[config.mk]
export PLATFORM = sky130hd
export DESIGN_NAME = lzssd_fifo
export DESIGN_NICKNAME = d
export VERILOG_FILES = /design/src/rtl/lzssd_pkg.sv /design/src/rtl/lzssd_fifo.sv
export SDC_FILE = /design/constraint.sdc
export NUM_CORES = 1
export LEC_CHECK = 0
export BUFFER_PORTS_ARGS = -buffer_cell sky130_fd_sc_hd__buf_2
export CAP_MARGIN = 40
export CORE_UTILIZATION = 51
export DETAILED_ROUTE_END_ITERATION = 8
export GPL_TIMING_DRIVEN = 0
export MAX_ROUTING_LAYER = met4
export PLACE_DENSITY = 0.72
export SYNTH_ARGS = -nofsm -noshare
export SYNTH_HDL_FRONTEND = slang
export SYNTH_SLANG_ARGS = --single-unit
[constraint.sdc]
create_clock -name i_clk -period 2.1 [get_ports i_clk]
set_clock_uncertainty 0.1 [all_clocks]
set_input_delay 0.42 -clock i_clk [delete_from_list [all_inputs] [get_ports i_clk]]
set_output_delay 0.42 -clock i_clk [all_outputs]
set_load 0.05 [all_outputs]
[src/rtl/lzssd_pkg.sv]
// ----------------------------------------------------------------------------
// LZSS decompressor package
// Shared types and format constants for the decompressor block.
// ----------------------------------------------------------------------------
`default_nettype none

package lzssd_pkg;

    localparam int WIN_AW = 12;
    localparam int CNT_W  = 5;

    localparam logic [31:0] SIGNATURE = 32'h5450574D;
    localparam logic [4:0]  MIN_MATCH = 5'd3;

    localparam logic [1:0] ST_DATA    = 2'd0;
    localparam logic [1:0] ST_BAD_SIG = 2'd1;
    localparam logic [1:0] ST_EMPTY   = 2'd2;

    typedef enum logic [1:0] {
        CMD_LIT,
        CMD_MATCH,
        CMD_STAT
    } t_kind;

    typedef struct packed {
        t_kind              kind;
        logic [7:0]         data;
        logic [WIN_AW-1:0]  offset;
        logic [CNT_W-1:0]   count;
        logic               last;
        logic [1:0]         status;
    } t_cmd;

    typedef struct packed {
        logic clearing;
    } t_back_stat;

endpackage

`default_nettype wire

[src/rtl/lzssd_fifo.sv]
// ----------------------------------------------------------------------------
// LZSS decompressor command queue
// Short register queue that decouples the parser from the copy engine.
// ----------------------------------------------------------------------------
`default_nettype none

module lzssd_fifo #(
    parameter int DEPTH = 4
) (
    input  wire logic          i_clk,
    input  wire logic          i_rst_n,
    input  wire logic          i_push,
    input  wire lzssd_pkg::t_cmd i_cmd,
    input  wire logic          i_pop,
    output logic               o_full,
    output logic               o_empty,
    output lzssd_pkg::t_cmd    o_cmd
);

    import lzssd_pkg::*;

    localparam int PW = (DEPTH > 1) ? $clog2(DEPTH) : 1;
    localparam int CW = $clog2(DEPTH + 1);

    t_cmd          r_mem [DEPTH];
    logic [PW-1:0] r_wptr, r_rptr;
    logic [CW-1:0] r_count;
    logic          do_push, do_pop;

    assign o_full  = (r_count == CW'(DEPTH));
    assign o_empty = (r_count == '0);
    assign o_cmd   = r_mem[r_rptr];
    assign do_push = i_push && !o_full;
    assign do_pop  = i_pop && !o_empty;

    always_ff @(posedge i_clk) begin
        if (do_push) begin
            r_mem[r_wptr] <= i_cmd;
        end
        if (!i_rst_n) begin
            r_wptr  <= '0;
            r_rptr  <= '0;
            r_count <= '0;
        end else begin
            if (do_push) begin
                r_wptr <= (r_wptr == PW'(DEPTH - 1)) ? '0 : r_wptr + PW'(1);
            end
            if (do_pop) begin
                r_rptr <= (r_rptr == PW'(DEPTH - 1)) ? '0 : r_rptr + PW'(1);
            end
            if (do_push && !do_pop) begin
                r_count <= r_count + CW'(1);
            end else if (do_pop && !do_push) begin
                r_count <= r_count - CW'(1);
            end
        end
    end

endmodule

`default_nettype wire

* Word level (Yosys, flattened, before mapping)
Memories as Yosys holds them, arrays and structs flattened. A register that Yosys moved wholly into a read port is not among the register bits. Index checks and enable logic that the tools add are counted.
Storage, ports and cells: register bits 7, memory bits (writable) 120, input bits 34, output and inout bits 32, word-level logic and storage cells 29, memories kept 1
Memory list:
- r_mem | depth 4, bits a word 30, read ports 1, clocked after Yosys merged registers in 1, write ports 1, RTL line lzssd_fifo.sv:25 | t_cmd r_mem [DEPTH];
Operators by class: $add $sub $neg 4, equal/unequal tests 3, muxes and demuxes 8, reductions and logical operators 10
Operator list (count):
- $mux 2 | 4
- $mux 3 | 2
- $add 2x1->2 const B | 2
- $eq 2x2->1 const B | 2
- $logic_and 1x1->1 | 4
- $logic_not 1->1 | 4
- $add 3x1->3 const B | 1
- $eq 3x3->1 const B | 1
- $logic_not 3->1 | 1
- $sub 3x1->3 const B | 1
- $mux 1 | 2
- $reduce_bool 2->1 | 1

* Depth between registers and ports, before layout
Gate-level depths: netlist of the first run.
depth in word-level cells 7, depth in mapped cells 9, gate-level depth less buffers 8

* Worst setup path before layout of the first run
No wires, ideal clock.
kind reg2reg, start register r_count[1], end register r_count[2], library setup time 0.076 ns, arrival time 2.371 ns, required time 1.924 ns, slack -0.447 ns, stages on the path, launching flop included 10, buffers on the path 1, period minus slack after synthesis 2.547 ns, cells stage by stage dfxtp_1 nor3b_2 nor2b_1 buf_2 ha_1 inv_1 fa_1 xor2_1 or3_2 a21boi_0
On the way: longest elaborated chain between the ends 6, elaborated cells between the ends (all ways) 15, those cells by class add/sub: 2; eq/ne: 1; mux: 2; reduce/logical: 10
Ends and longest elaborated chain:
- start, declared | RTL line lzssd_fifo.sv:27 | logic [CW-1:0] r_count;
- start signal, assigned | RTL line lzssd_fifo.sv:52 | r_count <= r_count + CW'(1);
- start signal, assigned | RTL line lzssd_fifo.sv:54 | r_count <= r_count - CW'(1);
- $eq 3x3->1 * | RTL line lzssd_fifo.sv:30 | assign o_full = (r_count == CW'(DEPTH));
- net o_full | RTL line lzssd_fifo.sv:15 | output logic o_full,
- $logic_not 1->1 * | RTL line lzssd_fifo.sv:33 | assign do_push = i_push && !o_full;
- $logic_and 1x1->1 * | RTL line lzssd_fifo.sv:33
- net do_push | RTL line lzssd_fifo.sv:28 | logic do_push, do_pop;
- $logic_not 1->1 | RTL line lzssd_fifo.sv:53 | end else if (do_pop && !do_push) begin
- $logic_and 1x1->1 | RTL line lzssd_fifo.sv:53
- $reduce_bool 2->1 (no source line)
Mark *: on every way through the listed nets, which the timed path passes. The rest lies on a longest branch. The select of a mux whose other input is x is not followed. A chain may end at the register's enable or synchronous reset.

==> results of run 1 <==
==> power by group through the flow <==
stage | logic (W) | registers, W | clock network [W]
2_1_floorplan | 0.00196 | 0.00328 | 0
3_3_place_gp | 0.00242 | 0.00330 | 0
3_5_place_dp | 0.00244 | 0.00332 | 0
4_1_cts | 0.00293 | 0.00329 | 0.00288
5_1_grt | 0.00306 | 0.00331 | 0.00299
6_report | 0.00292 | 0.00329 | 0.00284
==> critical path, cell delays in order, from the launching register on <==
cell     delay (ns)
dfxtp_4        0.39
buf_12         0.16
mux4_2         0.55
buf_6          0.18
==> final cells by class <==
type | instances | area, um2 | area share
flip-flops and latches | 129 | 3800 | 0.613
multi-input cells | 67 | 1010 | 0.163
repair buffers | 72 | 568 | 0.0918
clock buffers | 19 | 422 | 0.0681
clock inverters | 13 | 161 | 0.0261
well taps | 111 | 139 | 0.0224
plain buffers | 8 | 86.3 | 0.0139
inverters | 3 | 11.3 | 0.00182
==> per-stage QoR <==
step | instances | util
floorplan | 207 | -
global placement | 383 | 0.577
detailed placement | 383 | 0.577
CTS | 420 | 0.671
global route | 422 | 0.673
finish | 422 | 0.673
==> sequential cells by signal, summed over array words and instances (netlist names), named ones only <==
name,count
r_mem,120
r_count,3
r_rptr,2
r_wptr,2
==> synthesized netlist by cell type, types with 2 or more instances <==
cell,instances,area [um2]
and2_1,5,31.3
buf_2,4,20.0
buf_4,3,22.5
dfxtp_1,9,180
edfxtp_1,120,3600
ha_1,6,75.1
inv_1,3,11.3
mux2i_1,3,30.0
mux4_2,30,676
nand2_1,6,22.5
nand3_1,2,10.0
nor2_1,2,7.51
nor2b_1,2,12.5
o21ai_0,3,15.0
==> kinds of logic after synthesis <==
| kind of cell | share of synthesized area |
|---|---|
| fa+ha+maj | 0.0198 |
| xor+xnor | 0.00365 |
| simple gates | 0.0227 |
| flops | 0.789 |
| buf+inv | 0.0120 |
| mux | 0.147 |
| compound gates | 0.00626 |
==> layer usage <==
layer / up-vias / share of wire / global-route usage
met5: - / 0 / -
met4: 0 / 0.0089 / 0.0861
met3: 6 / 0.047 / 0.0560
met2: 76 / 0.49 / 0.274
met1: 1152 / 0.45 / 0.235
li1: 1035 / - / -
==> how the worst max path moves through the flow <==
stage	start	endpoint	slack [ns]	cells past startpoint
final	flop	o_cmd[3]	-0.19	3
after CTS	flop	o_cmd[13]	-0.22	3
after detailed placement	r_count[1]	r_count[2]	-0.21	7
after global placement	r_count[1]	r_count[2]	-0.11	7
after global routing	flop	o_cmd[14]	-0.25	3
after floorplan	r_count[0]	r_count[2]	-0.10	9
==> what timing repair did <==
item / in CTS / in global routing
setup buffers: 4 / 2
gates resized for setup: 73 / 3
endpoints found under the setup margin: 31 / 121
hold buffers: 1 / 0
pin swaps: 3 / 1
hold endpoints to repair: 2 / 0
==> summary.txt, run 1 <==
Power
  • Clk pwr share: 0.314
  • Comb power frac: 0.323
  • Power, Total: 0.00904 W
  • Net switching power: 0.00288 W
  • VDD IR max: 689 uV
  • Sw frac: 0.319
  • Sequential power share: 0.363
  • Leakage power: between 2 and 2.5 nW
  • Power density over cell area: 1460 nW/um2
  • Pint: 0.00616 W

Placement
  • Placed Area: 5310 um2
  • Post-Place Worst Slack: -0.215 ns
  • PortBufs: 65
  • GPL Wtd Cong: between 0.6 and 0.7
  • Hpwl dp: 4530 um

Synth
  • Library cells used by synthesis: 23
  • EDFF count, synth: 120
  • #FFs+latches synth: 129
  • Post-synth top flop: edfxtp_1
  • Post-Syn Nets: 248
  • Synthesized instance count: about 210
  • Ys Warns: 0
  • Synth async-reset ratio: 0
  • Cell area after synthesis: 4800 um2
  • Synth Area per Inst: around 23 um2
  • Register area share after synthesis: 0.789

STA
  • TNS Setup: -4.85 ns
  • Slew Limit Headroom: 0.432
  • Final Hold Fails: 0
  • Fin Hold WS: around 0.028 ns
  • Unrepaired setup endpoints after global routing: true
  • Final Setup Violations: 30
  • Max-slew violations: 0
  • Post-route setup slack: -0.193 ns
  • Worst Tran Pin Value: 0.852 ns
  • Fin crit period: approximately 2.3 ns
  • Tcrit/Tclk final: 1.09
  • Max Clk Rate: 436 MHz

Final layout
  • Synthesis-to-layout area growth: 29.0%
  • Design area: 6190 um2
  • FILL cells: 614
  • Most common cell after layout, fill and taps aside: edfxtp_1
  • Layout cell share with drive strength beyond 1: 0.492
  • Commonest cells after routing, fill and taps aside: 120 x edfxtp_1, 38 x buf_2, 30 x mux4_2, 30 x buf_6, 16 x clkbuf_16
  • Nets: 339
  • Antenna cells: 0

Critical path
  • Reg2Reg Depth: 9
  • Setup CP Type: flop to primary output
  • CP max FO: 10
  • Flop2flop setup slack: 0.06 ns
  • WP data arrival: 1.77 ns
  • Reg-to-Reg Start: r_count[2]
  • WP data required: 1.58 ns
  • Worst Setup End Kind: primary output
  • Reg2reg end: r_count[2]
  • Setup crit start kind: flop

Global routing
  • GRT Total Usage: 0.185
  • Antenna violations before repair: 0
  • First-pass GRT wire length: around 12000 um
  • Largest net degree at the start of global routing: 31
  • Vias in the first global route: 2362
  • Global route total overflow: 0

Outcome
  • Status: complete, but fails checks
  • Failing checks: negative setup slack

CTS
  • CTS root buf: clkbuf_8
  • CTS tree: yes
  • H-Tree Level Count: 4
  • CTS clk-pin slew, worst paths: 0.06 ns
  • Total CTS buffers: 17
  • Clock Sinks: approximately 130
  • Clk_lat worst skew: 0.50 ns
  • Clock buffer depth: 2

Die
  • Die H: 99.0 um
  • # IOs: 66
  • Core area: about 9200 um2
  • Die area: 9800 um2
  • Site Rows: 35
  • Horiz. Die Dim: 99.0 um
  • Starting Density: 0.522

Route
  • Detailed Routing Iterations Pass 1: 4
  • Detail Route Antenna Nets: 0
  • WL/cell: about 19 um
  • DRC: 0
  • Final wirelength: 7890 um
  • DR vias/cell: roughly 5.4
  • 1st-iter DRT viols: 131
  • Via count: 2269

Min path
  • HP Start: i_cmd[14]
  • Worst hold path type: input port to flop
  • Hold Path Cell Cnt: 1
  • Worst Hold Endpoint: r_mem[1][14]

Job
  • Max_cap viols: 0
(Power assumes the default switching activity.)
==> inputs of run 2 (changes only) <==
--- a/config.mk
+++ b/config.mk
@@ -5,8 +5,8 @@
 export SDC_FILE = /design/constraint.sdc
 export NUM_CORES = 1
 export LEC_CHECK = 0
-export BUFFER_PORTS_ARGS = -buffer_cell sky130_fd_sc_hd__buf_2
-export CAP_MARGIN = 40
+export BUFFER_PORTS_ARGS = -buffer_cell sky130_fd_sc_hd__buf_4
+export CAP_MARGIN = 5
 export CORE_UTILIZATION = 51
 export DETAILED_ROUTE_END_ITERATION = 8
 export GPL_TIMING_DRIVEN = 0
==> run 2 against run 1 <==
Against the previous run:
- register-to-register slack about the same
- non-clock buffer count increased by 16
- setup slack worse by 0.021 ns
- die area unchanged
- largest cell class unchanged
- the flow still finishes with violations (negative setup slack)
==> summary.txt, run 2 (same netlist as run 1, synthesis figures left out) <==
Final layout
  • Design area: ~6400 um2
  • FILL cells: 577
  • Area of the multi-input gates: approximately 1000 um2
  • Post-Layout Cell Count: approximately 440
  • Layout cell share with drive strength beyond 1: 0.468
  • Synthesis-to-layout area growth: 34.0%
  • Most common cell after layout, fill and taps aside: edfxtp_1
  • FF/Latch Area: about 3800 um2
  • Antenna cells: 0
  • Max reg flops: 120
  • Nets: ~360
  • Biggest register: r_mem
  • Registers with the most flip-flops: r_mem: 120 flops, r_count: 3 flops
  • Commonest cells after routing, fill and taps aside: 120 x edfxtp_1, 41 x buf_4, 30 x mux4_2, 30 x buf_6, 18 x dlygate4sd3_1

Critical path
  • Crit path cell chain: buf_12 -> mux4_2 -> buf_6
  • Worst Setup End Kind: primary output
  • Reg2Reg Depth: 9
  • Crit path buffers/inverters: 2
  • CP max FO: 10
  • Setup crit start kind: flop
  • Crit-path leading delay family: multiplexers
  • WP data required: around 1.6 ns
  • Setup CP Type: flop to primary output
  • Reg-to-Reg Start: r_count[2]
  • CP Capture Point: o_cmd[15]
  • Slowest cell on crit path: mux4_2
  • Crit path depth: 3
  • WP data arrival: about 1.8 ns
  • Reg2reg end: r_count[2]
  • Flop2flop setup slack: 0.06 ns
  • Delay of the slowest critical-path stage: 0.56 ns

STA
  • Final Setup Violations: 30
  • Max-slew violations: 0
  • Post-route setup slack: -0.214 ns
  • Fin crit period: 2.31 ns
  • Slew Limit Headroom: 0.458
  • Worst Tran Pin Value: 0.813 ns
  • Unrepaired setup endpoints after global routing: true
  • Max Clk Rate: ~430 MHz
  • TNS Setup: -4.90 ns
  • Final Hold Fails: 0
  • Tcrit/Tclk final: 1.10

Power
  • Comb power frac: 0.328
  • Sw frac: 0.325
  • Leakage power: 2.25 nW
  • VDD IR max: between 800 and 900 uV
  • Pint: 0.00610 W
  • Power, Total: 0.00903 W
  • Power density over cell area: 1400 nW/um2
  • Sequential power share: 0.365
  • Net switching power: 0.00293 W
  • Clk pwr share: 0.307

Placement
  • Hpwl dp: 4540 um
  • Post-Place Worst Slack: -0.134 ns
  • Placed Area: ~5500 um2
  • GPL Wtd Cong: 0.665
  • Placed cells: 383
  • PortBufs: 65

Die
  • Horiz. Die Dim: 99.0 um
  • Core area: 9200 um2
  • Die H: 99.0 um
  • Site Rows: 35
  • Die area: 9800 um2
  • Starting Density: 0.522
  • # IOs: 66

Route
  • 1st-iter DRT viols: between 100 and 150
  • WL/cell: between 15 and 20 um
  • DR vias/cell: 5.38
  • Via count: between 2000 and 2500
  • Detailed Routing Iterations Pass 1: 4
  • Detail Route Antenna Nets: 0
  • DRC: 0
  • Final wirelength: 8050 um

CTS
  • CTS clk-pin slew, worst paths: 0.06 ns
  • Clock buffer depth: 2
  • Total CTS buffers: 17
  • CTS root buf: clkbuf_8
  • Clk_lat worst skew: 0.50 ns
  • CTS tree: yes
  • Clock Sinks: roughly 130
  • H-Tree Level Count: 4

Global routing
  • GRT Total Usage: 0.187
  • Vias in the first global route: between 2000 and 2500
  • Antenna violations before repair: 0
  • First-pass GRT wire length: 12700 um
  • Global route total overflow: 0
  • Largest net degree at the start of global routing: 31

Min path
  • Worst hold path type: input port to flop

Outcome
  • Status: complete, but fails checks
  • Failing checks: negative setup slack

Job
  • Max_cap viols: 0
## run 2: worst register-to-register path, delay by kind of cell (launching register included)
kind / cells / cell delay (ns)
adder cells (fa/ha/maj): 2 / 0.47
buffers and inverters: 2 / 0.19
XOR/XNOR: 1 / 0.15
AND/OR/NAND/NOR: 3 / 0.58
flip-flops: 1 / 0.36
AO/OA/AOI/OAI: 1 / 0.11
## run 2: final cells by class
| type | count | share of cell area |
|---|---|---|
| tap | 111 | 0.0216 |
| timing repair buffer | 88 | 0.127 |
| clock inverter | 15 | 0.0247 |
| inverter | 3 | 0.00175 |
| buffer | 8 | 0.0134 |
| sequential | 129 | 0.590 |
| multi-input combinational | 67 | 0.157 |
| clock buffer | 17 | 0.0644 |
## run 2: worst min-delay path by stage
stage / startpoint / to / slack (ns) / depth (start not counted)
6_report: i_cmd[22] / r_mem[0][22] / 0.02 / 1
2_1_floorplan: r_wptr[1] / r_wptr[1] / 0.37 / 2
5_1_grt: i_cmd[23] / r_mem[0][23] / 0.0006 / 1
3_3_place_gp: r_wptr[1] / r_wptr[1] / 0.38 / 2
4_1_cts: i_cmd[23] / r_mem[0][23] / 0.00003 / 1
3_5_place_dp: r_wptr[1] / r_wptr[1] / 0.40 / 2
## run 2: timing repair
item | CTS | global route
buffers inserted | 3 | 2
gates resized for setup | 33 | 13
setup endpoints to repair | 31 | 91
endpoints found under the hold margin | 52 | 5
hold buffers | 16 | 2
pin swaps | 3 | 1
## run 2: metal layers
layer | GRT usage | vias to the layer above | routed length [um]
met1 | 0.240 | 1192 | 3540
li1 | - | 1074 | -
met5 | - | - | 0
met2 | 0.284 | 81 | 4010
met4 | 0.0723 | 0 | 84
met3 | 0.0539 | 10 | 417
## run 2: power by group through the flow
stage          Combinational (W)  Clock, W  Sequential (W)
6_report                 0.00296   0.00278         0.00329
3_5_place_dp             0.00264         0         0.00332
5_1_grt                  0.00312   0.00292         0.00332
2_1_floorplan            0.00196         0         0.00328
3_3_place_gp             0.00262         0         0.00330
4_1_cts                  0.00290   0.00281         0.00329
## run 2: metrics by stage
stage / hold WS [ns] / utilization
finish: 0.0156 / 0.699
floorplan: 0.368 / -
detailed placement: 0.401 / 0.595
global route: 0.000583 / 0.699
CTS: 0.0000321 / 0.691
global placement: 0.381 / 0.595
