## config.mk

```make
export PLATFORM = sky130hd
export DESIGN_NAME = lzssd_front
export DESIGN_NICKNAME = d
export VERILOG_FILES = /design/src/rtl/lzssd_pkg.sv /design/src/rtl/lzssd_front.sv
export SDC_FILE = /design/constraint.sdc
export NUM_CORES = 1
export LEC_CHECK = 0
export ABC_AREA = 1
export CAP_MARGIN = 20
export CELL_PAD_IN_SITES_DETAIL_PLACEMENT = 1
export CELL_PAD_IN_SITES_GLOBAL_PLACEMENT = 2
export CORE_ASPECT_RATIO = 0.9
export CORE_MARGIN = 2
export CORE_UTILIZATION = 32
export CTS_CLUSTER_SIZE = 24
export DETAILED_ROUTE_END_ITERATION = 8
export DONT_BUFFER_PORTS = 1
export GPL_TIMING_DRIVEN = 0
export PLACE_DENSITY = 0.76
export SETUP_SLACK_MARGIN = 0.5
export SYNTH_ARGS = -nofsm -noshare
export SYNTH_HDL_FRONTEND = slang
export SYNTH_SLANG_ARGS = --single-unit
```

## constraint.sdc

```tcl
create_clock -name i_clk -period 5.1 [get_ports i_clk]
set_input_delay 0 -clock i_clk [delete_from_list [all_inputs] [get_ports i_clk]]
set_output_delay 0 -clock i_clk [all_outputs]
set_load 0.005 [all_outputs]
```

## src/rtl/lzssd_pkg.sv

```systemverilog
// ----------------------------------------------------------------------------
// LZSS decompressor package
// Shared types and format constants for the decompressor block.
// ----------------------------------------------------------------------------
`default_nettype none

package lzssd_pkg;

    localparam int WIN_AW = 12;
    localparam int CNT_W  = 5;

    localparam logic [31:0] SIGNATURE = 32'h5450574D;
    localparam logic [4:0]  MIN_MATCH = 5'd3;

    localparam logic [1:0] ST_DATA    = 2'd0;
    localparam logic [1:0] ST_BAD_SIG = 2'd1;
    localparam logic [1:0] ST_EMPTY   = 2'd2;

    typedef enum logic [1:0] {
        CMD_LIT,
        CMD_MATCH,
        CMD_STAT
    } t_kind;

    typedef struct packed {
        t_kind              kind;
        logic [7:0]         data;
        logic [WIN_AW-1:0]  offset;
        logic [CNT_W-1:0]   count;
        logic               last;
        logic [1:0]         status;
    } t_cmd;

    typedef struct packed {
        logic clearing;
    } t_back_stat;

endpackage

`default_nettype wire

```

## src/rtl/lzssd_front.sv

```systemverilog
// ----------------------------------------------------------------------------
// LZSS decompressor front end
// Parses the header and flag bytes and turns the stream into commands.
// ----------------------------------------------------------------------------
`default_nettype none

module lzssd_front (
    input  wire logic          i_clk,
    input  wire logic          i_rst_n,
    input  wire logic          i_accept,
    input  wire logic [7:0]    i_byte,
    input  wire logic          i_start,
    output logic               o_push,
    output lzssd_pkg::t_cmd    o_cmd
);

    import lzssd_pkg::*;

    typedef enum logic [2:0] {
        PH_HEADER,
        PH_FLAG,
        PH_ITEM,
        PH_MATCH2,
        PH_DONE
    } t_phase;

    t_phase      r_phase, n_phase, e_phase;
    logic [2:0]  r_idx, n_idx, e_idx;
    logic [31:0] r_acc, n_acc, e_acc;
    logic [31:0] r_rem, n_rem, e_rem;
    logic [7:0]  r_flags, n_flags, e_flags;
    logic [3:0]  r_fpos, n_fpos, e_fpos;
    logic [7:0]  r_mfirst, n_mfirst, e_mfirst;

    logic [31:0]      shifted;
    logic [31:0]      placed;
    logic [CNT_W-1:0] mcount;
    logic [3:0]       fpos_dec;
    logic [31:0]      rem_dec;

    always_comb begin
        e_phase  = i_start ? PH_HEADER : r_phase;
        e_idx    = i_start ? 3'd0 : r_idx;
        e_acc    = i_start ? 32'd0 : r_acc;
        e_rem    = i_start ? 32'd0 : r_rem;
        e_flags  = i_start ? 8'd0 : r_flags;
        e_fpos   = i_start ? 4'd0 : r_fpos;
        e_mfirst = i_start ? 8'd0 : r_mfirst;

        shifted  = {e_acc[23:0], i_byte};
        case (e_idx[1:0])
            2'd0:    placed = e_acc | {24'd0, i_byte};
            2'd1:    placed = e_acc | {16'd0, i_byte, 8'd0};
            2'd2:    placed = e_acc | {8'd0, i_byte, 16'd0};
            default: placed = e_acc | {i_byte, 24'd0};
        endcase
        mcount   = {1'b0, e_mfirst[3:0]} + MIN_MATCH;
        fpos_dec = e_fpos - 4'd1;
        rem_dec  = e_rem - 32'd1;

        n_phase  = e_phase;
        n_idx    = e_idx;
        n_acc    = e_acc;
        n_rem    = e_rem;
        n_flags  = e_flags;
        n_fpos   = e_fpos;
        n_mfirst = e_mfirst;

        o_push        = 1'b0;
        o_cmd.kind    = CMD_LIT;
        o_cmd.data    = i_byte;
        o_cmd.offset  = {e_mfirst[7:4], i_byte};
        o_cmd.count   = mcount;
        o_cmd.last    = 1'b0;
        o_cmd.status  = ST_DATA;

        case (e_phase)
            PH_HEADER: begin
                if (!e_idx[2]) begin
                    n_acc = shifted;
                    n_idx = e_idx + 3'd1;
                    if (e_idx == 3'd3) begin
                        n_acc = 32'd0;
                        if (shifted != SIGNATURE) begin
                            o_push       = 1'b1;
                            o_cmd.kind   = CMD_STAT;
                            o_cmd.last   = 1'b1;
                            o_cmd.status = ST_BAD_SIG;
                            n_phase      = PH_DONE;
                            n_idx        = 3'd0;
                        end
                    end
                end else begin
                    n_acc = placed;
                    if (e_idx == 3'd7) begin
                        n_rem = placed;
                        n_idx = 3'd0;
                        if (placed == 32'd0) begin
                            o_push       = 1'b1;
                            o_cmd.kind   = CMD_STAT;
                            o_cmd.last   = 1'b1;
                            o_cmd.status = ST_EMPTY;
                            n_phase      = PH_DONE;
                        end else begin
                            n_phase = PH_FLAG;
                        end
                    end else begin
                        n_idx = e_idx + 3'd1;
                    end
                end
            end
            PH_FLAG: begin
                n_flags = i_byte;
                n_fpos  = 4'd8;
                n_phase = PH_ITEM;
            end
            PH_ITEM: begin
                if (e_flags[7]) begin
                    n_mfirst = i_byte;
                    n_phase  = PH_MATCH2;
                end else begin
                    o_push     = 1'b1;
                    o_cmd.kind = CMD_LIT;
                    o_cmd.last = (rem_dec == 32'd0);
                    n_rem      = rem_dec;
                    if (rem_dec == 32'd0) begin
                        n_phase = PH_DONE;
                    end else begin
                        n_flags = {e_flags[6:0], 1'b0};
                        n_fpos  = fpos_dec;
                        n_phase = (fpos_dec == 4'd0) ? PH_FLAG : PH_ITEM;
                    end
                end
            end
            PH_MATCH2: begin
                o_push     = 1'b1;
                o_cmd.kind = CMD_MATCH;
                if (e_rem <= {27'd0, mcount}) begin
                    o_cmd.count = e_rem[CNT_W-1:0];
                    o_cmd.last  = 1'b1;
                    n_rem       = 32'd0;
                    n_phase     = PH_DONE;
                end else begin
                    n_rem   = e_rem - {27'd0, mcount};
                    n_flags = {e_flags[6:0], 1'b0};
                    n_fpos  = fpos_dec;
                    n_phase = (fpos_dec == 4'd0) ? PH_FLAG : PH_ITEM;
                end
            end
            default: begin
                n_phase = PH_DONE;
            end
        endcase

        o_push = o_push & i_accept;
    end

    always_ff @(posedge i_clk) begin
        if (!i_rst_n) begin
            r_phase  <= PH_HEADER;
            r_idx    <= 3'd0;
            r_acc    <= 32'd0;
            r_rem    <= 32'd0;
            r_flags  <= 8'd0;
            r_fpos   <= 4'd0;
            r_mfirst <= 8'd0;
        end else if (i_accept) begin
            r_phase  <= n_phase;
            r_idx    <= n_idx;
            r_acc    <= n_acc;
            r_rem    <= n_rem;
            r_flags  <= n_flags;
            r_fpos   <= n_fpos;
            r_mfirst <= n_mfirst;
        end
    end

endmodule

`default_nettype wire

```

# [Word level (Yosys, flattened, before mapping)]
# Index checks and enable logic that the tools add are counted.
[word_totals] reg_bits=90 latchBits=0 ram_bits=0 mem_bits_ro=0 inputBits=12 output_inout_bits=31 elab_cells=95 memories=0
[classes] n_addsub=5 n_mul=0 div_mod_pow=0 magnitude_cmp=1 eq_ne=8 shifts=0 muxes=64 bitwise=5 reduce_logical=5
[op_table] cell="$mux W32" n=9
[op_table] cell="$pmux W32 S3" n=2
[op_table] cell="$logic_not A32 Y1" n=2
[op_table] cell="$mux W3" n=20
[op_table] cell="$mux W8" n=7
[op_table] cell="$le A32 B5 Y1" n=1
[op_table] cell="$ne A32 B31 Y1 const B" n=1
[op_table] cell="$or A32 B16 Y32" n=1
[op_table] cell="$or A32 B24 Y32" n=1
[op_table] cell="$or A32 B32 Y32" n=1
[op_table] cell="$or A32 B8 Y32" n=1
[op_table] cell="$sub A32 B1 Y32 const B" n=1
[op_table] cell="$sub A32 B5 Y32" n=1
[op_table] cell="$pmux W8 S3" n=1
[op_table] cell="$mux W4" n=4
[op_table] cell="$mux W2" n=7
[op_table] cell="$pmux W3 S4" n=1
[op_table] cell="$pmux W4 S3" n=1
[op_table] cell="$eq A3 B2 Y1 const B" n=3
[op_table] cell="$mux W1" n=7
[op_table] cell="$mux W6" n=1
[op_table] cell="$pmux W1 S3" n=2
[op_table] cell="$add A4 B2 Y5 const B" n=1
[op_table] cell="$mux W5" n=1
[op_table] cell="other kinds (11)" n=11

# [Logic depth before layout (Yosys ltp)]
# Gate-level depths: netlist (run 1).
[depth] depth_word=9 ltp_mapped=28 mapped_depth_nobuf=22

# [Least setup slack after synthesis (run 1)]
# OpenSTA, ideal clock, no wires.
[synth_timing] path_type="input to register" from="in i_start" to="reg r_rem[0]" setup_time_ps=132 arrival_time_ps=2853 required_time_ps=4968 slack_ps=2115 cell_stages=21 path_buffers=7 cell_sequence="buf_6 > inv_8 > buf_4 > buf_4 > buf_2 > buf_2 > nand2_1 > ha_1 > fa_1 > nand2_1 > nand3_1 > nand3_1 > nand2_2 > nand2_1 > nand2_1 > nand2_1 > buf_2 > buf_6 > o21ai_0 > o211ai_1 > a21oi_1"
[synth_via] elab_chain_cells=6 word_cells_on_any_way=27 classes_between="3 x add/sub; 1 x order compare; 5 x eq/ne; 12 x mux; 4 x bitwise; 2 x reduce/logical"
[synth_lines] item="start: declaration" line_no="lzssd_front.sv:12" source="input wire logic i_start,"
[synth_lines] item="parallel branches: the longest is 5 deep, another holds $sub A32 B5 Y32"
[synth_lines] item="$pmux W32 S3 (*)" line_no="lzssd_front.sv:77" source="case (e_phase)"
[synth_lines] item="end signal: assignment" line_no="lzssd_front.sv:171" source="r_rem <= n_rem;"
[synth_lines] item="end: declaration" line_no="lzssd_front.sv:30" source="logic [31:0] r_rem, n_rem, e_rem;"
# Every way passes the cells marked *.
# A chain may end at the register's enable or synchronous reset.

# [Worst setup path after layout (run 1)]
[layout_timing] from="in i_start" to="out o_push"
[layout_via] elab_chain_cells=9 word_cells_on_any_way=27 classes_between="7 x eq/ne; 12 x mux; 5 x bitwise; 3 x reduce/logical"
[layout_lines] item="$mux W3 or $mux W32 (tied branches)" line_no="lzssd_front.sv:43, lzssd_front.sv:44"
[layout_lines] item="$eq A2 B2 Y1 (tied with other cells)" line_no="lzssd_front.sv:51" source="case (e_idx[1:0])"
[layout_lines] item="$pmux W32 S3" line_no="lzssd_front.sv:51"
[layout_lines] item="$logic_not A32 Y1" line_no="lzssd_front.sv:98" source="if (placed == 32'd0) begin"
[layout_lines] item="$mux W1" line_no="lzssd_front.sv:98"
[layout_lines] item="$mux W1" line_no="lzssd_front.sv:95" source="if (e_idx == 3'd7) begin"
[layout_lines] item="$mux W1" line_no="lzssd_front.sv:79" source="if (!e_idx[2]) begin"
[layout_lines] item="$pmux W1 S3 (*)" line_no="lzssd_front.sv:77"
[layout_lines] item="$and A1 B1 Y1 (*)" line_no="lzssd_front.sv:155" source="o_push = o_push & i_accept;"
[layout_lines] item="end: declaration" line_no="lzssd_front.sv:13" source="output logic o_push,"
# Every way passes the cells marked *; elsewhere a longest branch is shown, timed or not.

==> results of run 1 <==
[power by group through the flow]
stage | clock network, mW | logic (mW) | registers [mW]
2_1_floorplan | 0 | 0.359 | 0.752
3_3_place_gp | 0 | 0.541 | 0.757
3_5_place_dp | 0 | 0.544 | 0.758
4_1_cts | 0.727 | 0.555 | 0.741
5_1_grt | 0.745 | 0.615 | 0.744
6_report | 0.716 | 0.570 | 0.742
[state kept, by name (all words and copies together) (netlist names)]
signal,cells
r_acc,32
r_flags,8
r_fpos,4
r_idx,3
r_mfirst,8
r_phase,3
r_rem,32
[critical path: stages]
cell and delay [ps]:
buf_6 150, inv_8 140, buf_4 200, buf_4 250, buf_2 310, buf_2 380, nand2_1 170, inv_1 170
ha_1 200, inv_1 60, clkbuf_1 250, nand2_1 350, o21ai_0 200, o41ai_2 530, nand4_1 230, or2_0 300
inv_1 120, nor2_1 100, nand3_1 80, nand2_1 60, inv_1 100
[worst max path at each step]
stage / cells after the start / to
4_1_cts: 20 / r_rem[0]
6_report: 21 / o_push
3_5_place_dp: 20 / r_rem[20]
2_1_floorplan: 21 / r_rem[0]
3_3_place_gp: 20 / r_rem[0]
5_1_grt: 25 / o_push
[layout make-up]
cell class	count	area [sq um]
repair buffers	8	80.1
plain buffers	98	512
fillers	3774	18000
clock buffers	10	239
inverters	153	582
flip-flops and latches	90	1800
clock inverters	6	50.0
multi-input cells	1193	6090
well taps	360	450
[timing repair]
item                                    in CTS  in global routing
endpoints found under the setup margin       0                 21
buffers inserted                             0                  0
hold endpoints to repair                    13                  0
hold buffers                                 8                  0
resized for setup                            0                  6
[per-stage QoR]
step                      area [sq um]  worst slack, ps
after floorplan                   8970             2120
after global placement            9420              296
after detailed placement          9420              319
after CTS                         9790              665
after global routing              9810              504
final                             9810              749
[cell families after synthesis]
| kind of cell | synth area share |
|---|---|
| DFF | 0.201 |
| adders and majority gates | 0.0204 |
| and+or+nand+nor | 0.372 |
| buffers and inverters | 0.122 |
| xor gates and xnor gates | 0.0205 |
| AOI/OAI and AO/OA | 0.265 |
[per-layer routing]
layer	global-route usage	wire length, um
met1	0.453	22200
met2	0.499	20800
met4	0.107	1440
met5	0	0
met3	0.0610	3660
[placed cells by master (no fill, tap or decap), types with 11 or more instances in the layout]
master,synthesis,final
a21oi_1,129,129
a221oi_1,16,16
buf_2,14,14
buf_4,18,18
clkbuf_1,54,53
dfxtp_1,90,90
ha_1,13,13
inv_1,142,142
nand2_1,461,460
nand2_2,19,20
nand2_4,15,15
nand3_1,88,88
nand4_1,11,11
nor2_1,116,115
nor2_2,14,14
o211ai_1,32,32
o21ai_0,130,130
o21ai_1,12,12
o221ai_1,27,27
o22ai_1,12,12
xor2_1,17,17
==> flow_summary.ini, run 1 <==
[logic_synthesis]
netlist_area_sq_um = 8970
synth_cells = 1534
avgSynthCellArea_sq_um = 5.85
yosys.area.top_type = dfxtp_1
synthTopCellsByArea = dfxtp_1 (20%), nand2_1 (19%), o21ai_0 (7.3%), a21oi_1 (7.2%), inv_1 (5.9%)
synth_top_area_frac = 0.201
yosysSeqAreaShare = 0.201
ys_types = 53
synth_ff_type = dfxtp_1
yosysMostFrequentCell = nand2_1
synth-edff-count = 0
synth_commonest_cells = nand2_1 (461), inv_1 (142), o21ai_0 (130)
ys_seq_elements = 90
syn-num-nets = 1560
ys_warn_count = 0
async_flop_share = 0

[cts]
insertion_delay_ps = 380
clkSlewWorstSetupHoldPaths_ps = 80
cts_tree = yes
clockBufferDepth = 2
htree_num_levels = 3
clock-sinks = 90
cts_root_buffer = clkbuf_16
cts_buffers = 9

[setup_path]
arrival_ps = 4350
critical_path.reg2reg.endpoint = r_fpos[3]
critPathLaunch = i_start
required_ps = 5100
r2r_cells = 13
regToRegStartpoint = r_rem[10]
crit_type = in2out
end_kind = primary output
startpoint_type = input port
cp_max_fo = 10
ff2ff_setup_slack_ps = 1420

[floorplan]
core_area_sq_um = 27800
die_w_um = 180
start_util = 0.323
dieHeight_um = 163
num_io_pins = 43
die_area_sq_um = 29400
rows = 58

[final_layout]
fin_util = 0.353
syn_to_final_growth_pct = 9.34
drive_gt1_frac = 0.0854
insertedDiodeCount = 0
finalNonFillerCells = 1918
finalNetCount = 1579

[hold_path]
min_to = r_idx[2]
hp-start = i_byte[1]
hold_class = in2reg
holdPathStages = 5

[timing]
setup_tns_ps = 0
worstMarginPinSlew_ps = 1130
relSlewSlack = 0.239
hold_viol = 0
fmax_mhz = 230
timing.hold.ws_ps = 27.4
slew_violations = 0
setup_viol = 0
timing.final.crit_share = 0.853
finalCriticalPeriod_ps = 4350
finClkSkew_ps = 19.3
rsz0062_at_grt = false

[global_route]
gr-total-overflow = 0
grt_pass1_wl_um = 71000
grt_pass1_vias = 10800
grt_usage = 0.324
antenna_found_initial = 0
grt_max_degree = 17

[pwr]
power.density_nw_per_um2 = 207
power.total_mw = 2.03
p_clk_frac = 0.353
peakVddDrop_uv = 148
pwr-share-comb = 0.281
swShare = 0.393
internal-power_mw = 1.23
net-switching-power_mw = 0.797
leakagePower_nw = 4.63
power_frac_seq = 0.366

[place]
dp_hpwl_um = 36300
portBuffers = 0
gp_congestion = 0.987
dpl.cell_count = 1894

[drt]
drtIter0Drc = 999
viasPerCell = 5.85
dr.pass1.iters = 5
routed_wl_um = 48000
wl_per_cell_um = 25.0
ant_nets = 0
vias = 11200
drcViolationCount = 0

[run]
maxCapViolCount = 0

[outcome]
status = completed
Note: power is estimated with default switching activity, not from simulation.
==> inputs of run 2 (changes only) <==
- CORE_ASPECT_RATIO: 0.9 -> 0.75
==> run 2 against run 1 <==
  * Die area about the same
  * Global-route usage up 0.46 points
  * Final cell count down 0.10%
  * Fmax down 0.59%
  * Largest cell class unchanged
  * Routed wire length about the same
  * Worst hold slack better by 55 ps
  * Clock skew down 11 ps
  * Final area up 0.45%
  * Critical path type unchanged
  * Count of clock-buffer cells in the layout down 1
==> flow_summary.ini, run 2 (synthesized netlist as in run 1, its figures left out) <==
[outcome]
status = completed

[cts]
htree_num_levels = 3
clockBufferDepth = 2
cts_tree = yes
cts_buffers = 9
clock-sinks = 90
cts_root_buffer = clkbuf_16
insertion_delay_ps = 370

[final_layout]
insertedDiodeCount = 0
reg.largest.list = r_acc: 32 flops, r_rem: 32 flops
final_cell_mix = nand2_1 (459), inv_1 (142), o21ai_0 (130)
fin_util = 0.355
finalNonFillerCells = 1916
finalNetCount = 1580
drive_gt1_frac = 0.0885
syn_to_final_growth_pct = 9.83
layout_commonest_cell = nand2_1

[setup_path]
regToRegStartpoint = r_idx[1]
slowest_delay_ps = 400
required_ps = 5100
r2r_cells = 17
crit_buf_inv = 11
crit_type = in2out
cp.depth = 23
critical_path.reg2reg.endpoint = r_phase[2]
crit_chain = buf_6 -> inv_8 -> buf_4 -> buf_4 -> buf_2 -> buf_2 -> nand2_1 -> inv_1 -> ha_1 -> inv_1 -> clkbuf_1 -> nand2_2 -> o22ai_1 -> a211oi_1 -> nand2_1 -> nor2_1 -> nand4_1 -> or2_0 -> inv_1 -> nor2_1 -> nand3_1 -> nand2_1 -> inv_1
cp_max_fo = 10
startpoint_type = input port
arrival_ps = 4380
end_kind = primary output
cp_common_cell = inv_1
cp_top_family = buffers and inverters
critPathSlowestCell = a211oi_1
ff2ff_setup_slack_ps = 1540

[run]
maxCapViolCount = 0

[floorplan]
dieHeight_um = 149
rows = 53
start_util = 0.323
die_w_um = 197
core_area_sq_um = 27800
die_area_sq_um = 29400
num_io_pins = 43

[pwr]
p_clk_frac = 0.377
net-switching-power_mw = 0.797
peakVddDrop_uv = 156
pwr-share-comb = 0.272
power.density_nw_per_um2 = 215
leakagePower_nw = 4.67
swShare = 0.377
power_frac_seq = 0.351
internal-power_mw = 1.32

[hold_path]
hold_class = in2out
holdPathStages = 1
hp-start = i_byte[5]
min_to = o_cmd[13]

[global_route]
antenna_found_initial = 0
grt_pass1_wl_um = 70600
grt_max_degree = 17
grt_usage = 0.328
grt_pass1_vias = 10600
gr-total-overflow = 0

[timing]
timing.hold.ws_ps = 81.9
setup_tns_ps = 0
finalCriticalPeriod_ps = 4380
finClkSkew_ps = 8.06
relSlewSlack = 0.309
hold_viol = 0
fmax_mhz = 228
rsz0062_at_grt = false
timing.final.crit_share = 0.858
slew_violations = 0
setup_viol = 0
worstMarginPinSlew_ps = 1040

[drt]
drcViolationCount = 0
viasPerCell = 5.83
ant_nets = 0
dr.pass1.iters = 6
routed_wl_um = 48000
drtIter0Drc = 1089
vias = 11200
wl_per_cell_um = 25.1

[place]
gp_congestion = 1.01
dpl.cell_count = 1891
dp_hpwl_um = 36900
portBuffers = 0
run 2: cell types whose count changed in the layout (fill, tap and decap cells not counted), sizes merged:
| cell | delta |
|---|---|
| inv | +1 |
| buf | +1 |
| clkbuf | -1 |
| bufinv | +2 |
| clkinvlp | -2 |
run 2: worst reg2reg max path: cells and delay by family, from the launching register on:
family	cells	cell delay, ps
adder cells (fa/ha/maj)	1	210
buffers and inverters	5	770
flip-flops	1	320
AO/OA/AOI/OAI	2	730
AND/OR/NAND/NOR	9	1440
run 2: cell type report:
class,instances,area [sq um]
Buffer,98,515
Clock buffer,9,225
Clock inverter,7,100
Fill cell,3731,17900
Inverter,153,582
Multi-Input combinational cell,1193,6100
Sequential cell,90,1800
Tap cell,357,447
Timing Repair Buffer,9,85.1
run 2: worst max-delay path by stage:
| stage | startpoint | end | slack (ps) |
|---|---|---|---|
| 4_1_cts | i_start | o_push | 520 |
| 2_1_floorplan | i_start | r_rem[0] | 2120 |
| 3_3_place_gp | i_start | r_rem[20] | 260 |
| 6_report | i_start | o_push | 720 |
| 5_1_grt | i_start | o_push | 500 |
| 3_5_place_dp | i_start | r_rem[20] | 240 |
run 2: stage by stage:
step / setup WS, ps / power [mW] / instance area, sq um
floorplan: 2120 / 1.11 / 8970
global placement: 255 / 1.30 / 9420
detailed placement: 237 / 1.30 / 9420
CTS: 520 / 2.11 / 9820
global route: 503 / 2.20 / 9850
finish: 723 / 2.12 / 9850
run 2: metal layers:
metal  track usage  vias to the layer above  share of wire
met5             0                        -              0
met4        0.0823                        0          0.021
met3        0.0703                       66          0.090
met2         0.474                      461           0.40
met1         0.489                     5483           0.49
li1              -                     5167              -
run 2: power by group through the flow:
stage	Sequential, mW	Clock (mW)	Combinational [mW]
floorplan	0.752	0	0.359
global placement	0.757	0	0.539
detailed placement	0.758	0	0.544
CTS	0.742	0.814	0.554
global route	0.745	0.841	0.619
finish	0.742	0.798	0.576
run 2: timing repair:
action	CTS	global route
hold endpoints to repair	13	0
setup endpoints to repair	0	26
hold buffers	8	0
gates resized for setup	0	13
setup buffers	0	0
==> inputs of run 3 (changes only) <==
- HOLD_SLACK_MARGIN: unset -> 0.12
==> run 3 against run 2 <==
  * Clock skew increased by 1.1 ps
  * Largest power group unchanged
  * Critical path type unchanged
  * Sequential power about the same
  * Count of clock-buffer cells in the layout unchanged
  * Non-clock buffer count increased by 3
==> flow_summary.ini, run 3 (synthesized netlist as in run 1, its figures left out) <==
[outcome]
status = completed

[floorplan]
rows = 53
num_io_pins = 43
dieHeight_um = 149
die_w_um = 197
start_util = 0.323
die_area_sq_um = 29400
core_area_sq_um = 27800

[cts]
cts_buffers = 9
htree_num_levels = 3
cts_root_buffer = clkbuf_16
clockBufferDepth = 2
clkSlewWorstSetupHoldPaths_ps = 80
insertion_delay_ps = 380
clock-sinks = 90
post_cts_buffers = 0
cts_tree = yes

[setup_path]
cp_top_family = buffers and inverters
crit_type = in2out
regToRegStartpoint = r_idx[1]
arrival_ps = 4380
cp_common_cell = nand2_1
critical_path.reg2reg.endpoint = r_phase[2]
required_ps = 5100
end_kind = primary output
r2r_cells = 17
slowest_delay_ps = 380
startpoint_type = input port
critPathSlowestCell = buf_2
ff2ff_setup_slack_ps = 1550
cp_max_fo = 10
crit_buf_inv = 11

[timing]
slew_violations = 0
setup_viol = 0
finalCriticalPeriod_ps = 4380
hold_viol = 0
rsz0062_at_grt = false
timing.final.crit_share = 0.859
worstMarginPinSlew_ps = 1040
setup_tns_ps = 0
finClkSkew_ps = 9.14
relSlewSlack = 0.308
fmax_mhz = 228

[hold_path]
holdPathStages = 5
hold_class = in2reg
min_to = r_idx[1]
hp-start = i_byte[7]

[place]
gp_congestion = 1.01
portBuffers = 0
dp_hpwl_um = 36900

[pwr]
pwr-share-comb = 0.272
peakVddDrop_uv = 160
net-switching-power_mw = 0.809
power_frac_seq = 0.349
swShare = 0.380
leakagePower_nw = 4.68
internal-power_mw = 1.32
power.density_nw_per_um2 = 215
p_clk_frac = 0.379
power.total_mw = 2.13

[drt]
ant_nets = 0
viasPerCell = 5.84
vias = 11200
drcViolationCount = 0
drtIter0Drc = 1028
routed_wl_um = 48200
wl_per_cell_um = 25.1
dr.pass1.iters = 6

[final_layout]
final_cell_mix = nand2_1 (459), inv_1 (142), o21ai_0 (130)
drive_gt1_frac = 0.0883
seq_area_sq_um = 1800
finalNetCount = 1583
multi_input_area_sq_um = 6100
layout_commonest_cell = nand2_1
syn_to_final_growth_pct = 10.2
reg.largest.list = r_acc: 32 flops, r_rem: 32 flops
filler_cell_count = 3731
fin_util = 0.356
insertedDiodeCount = 0

[global_route]
grt_pass1_vias = 10600
gr-total-overflow = 0
antenna_found_initial = 0
grt_usage = 0.329
grt_pass1_wl_um = 70700
grt_max_degree = 17

[run]
maxCapViolCount = 0
==> run 3: per-stage QoR <==
stage	std cells	setup slack [ps]	instance area, sq um	hold slack (ps)
finish	1919	719	9880	146
global placement	1891	255	9420	83.3
CTS	1918	520	9850	131
global route	1919	503	9880	164
detailed placement	1891	237	9420	82.7
floorplan	1534	2120	8970	80.8
==> run 3: power by group through the flow <==
stage	clock, mW	sequential (mW)	combinational (mW)
3_5_place_dp	0	0.758	0.544
2_1_floorplan	0	0.752	0.359
4_1_cts	0.814	0.742	0.558
5_1_grt	0.839	0.745	0.623
6_report	0.807	0.742	0.580
3_3_place_gp	0	0.757	0.539
==> run 3: what timing repair did <==
item / 4_1_cts / 5_1_grt
endpoints found under the setup margin: 0 / 26
endpoints found under the hold margin: 36 / 0
gates resized for setup: 0 / 13
hold buffers: 11 / 0
==> run 3: area by class of cell <==
class,count,area share
plain buffers,98,0.0522
clock buffers,9,0.0228
clock inverters,7,0.0101
inverters,153,0.0589
multi-input cells,1193,0.617
flip-flops and latches,90,0.182
well taps,357,0.0452
repair buffers,12,0.0116
==> run 3: how the worst max path moves through the flow <==
stage / startpoint / end / slack (ps) / depth (start not counted)
after global routing: i_start / o_push / 500 / 25
after floorplan: i_start / r_rem[0] / 2120 / 21
after global placement: i_start / r_rem[20] / 260 / 20
after detailed placement: i_start / r_rem[20] / 240 / 20
after CTS: i_start / o_push / 520 / 23
final: i_start / o_push / 720 / 25
==> run 3: metal layers <==
metal	global-route usage	wire length [um]	up-vias
met5	0	0	-
met4	0.0823	1060	0
met3	0.0692	4470	71
met2	0.474	19300	499
met1	0.492	23300	5474
li1	-	-	5161
==> run 3: worst min-delay path: stages <==
cell	delay, ps
nor3_1	30
nand4_1	80
nor2_1	90
o211ai_1	210
a21oi_1	70
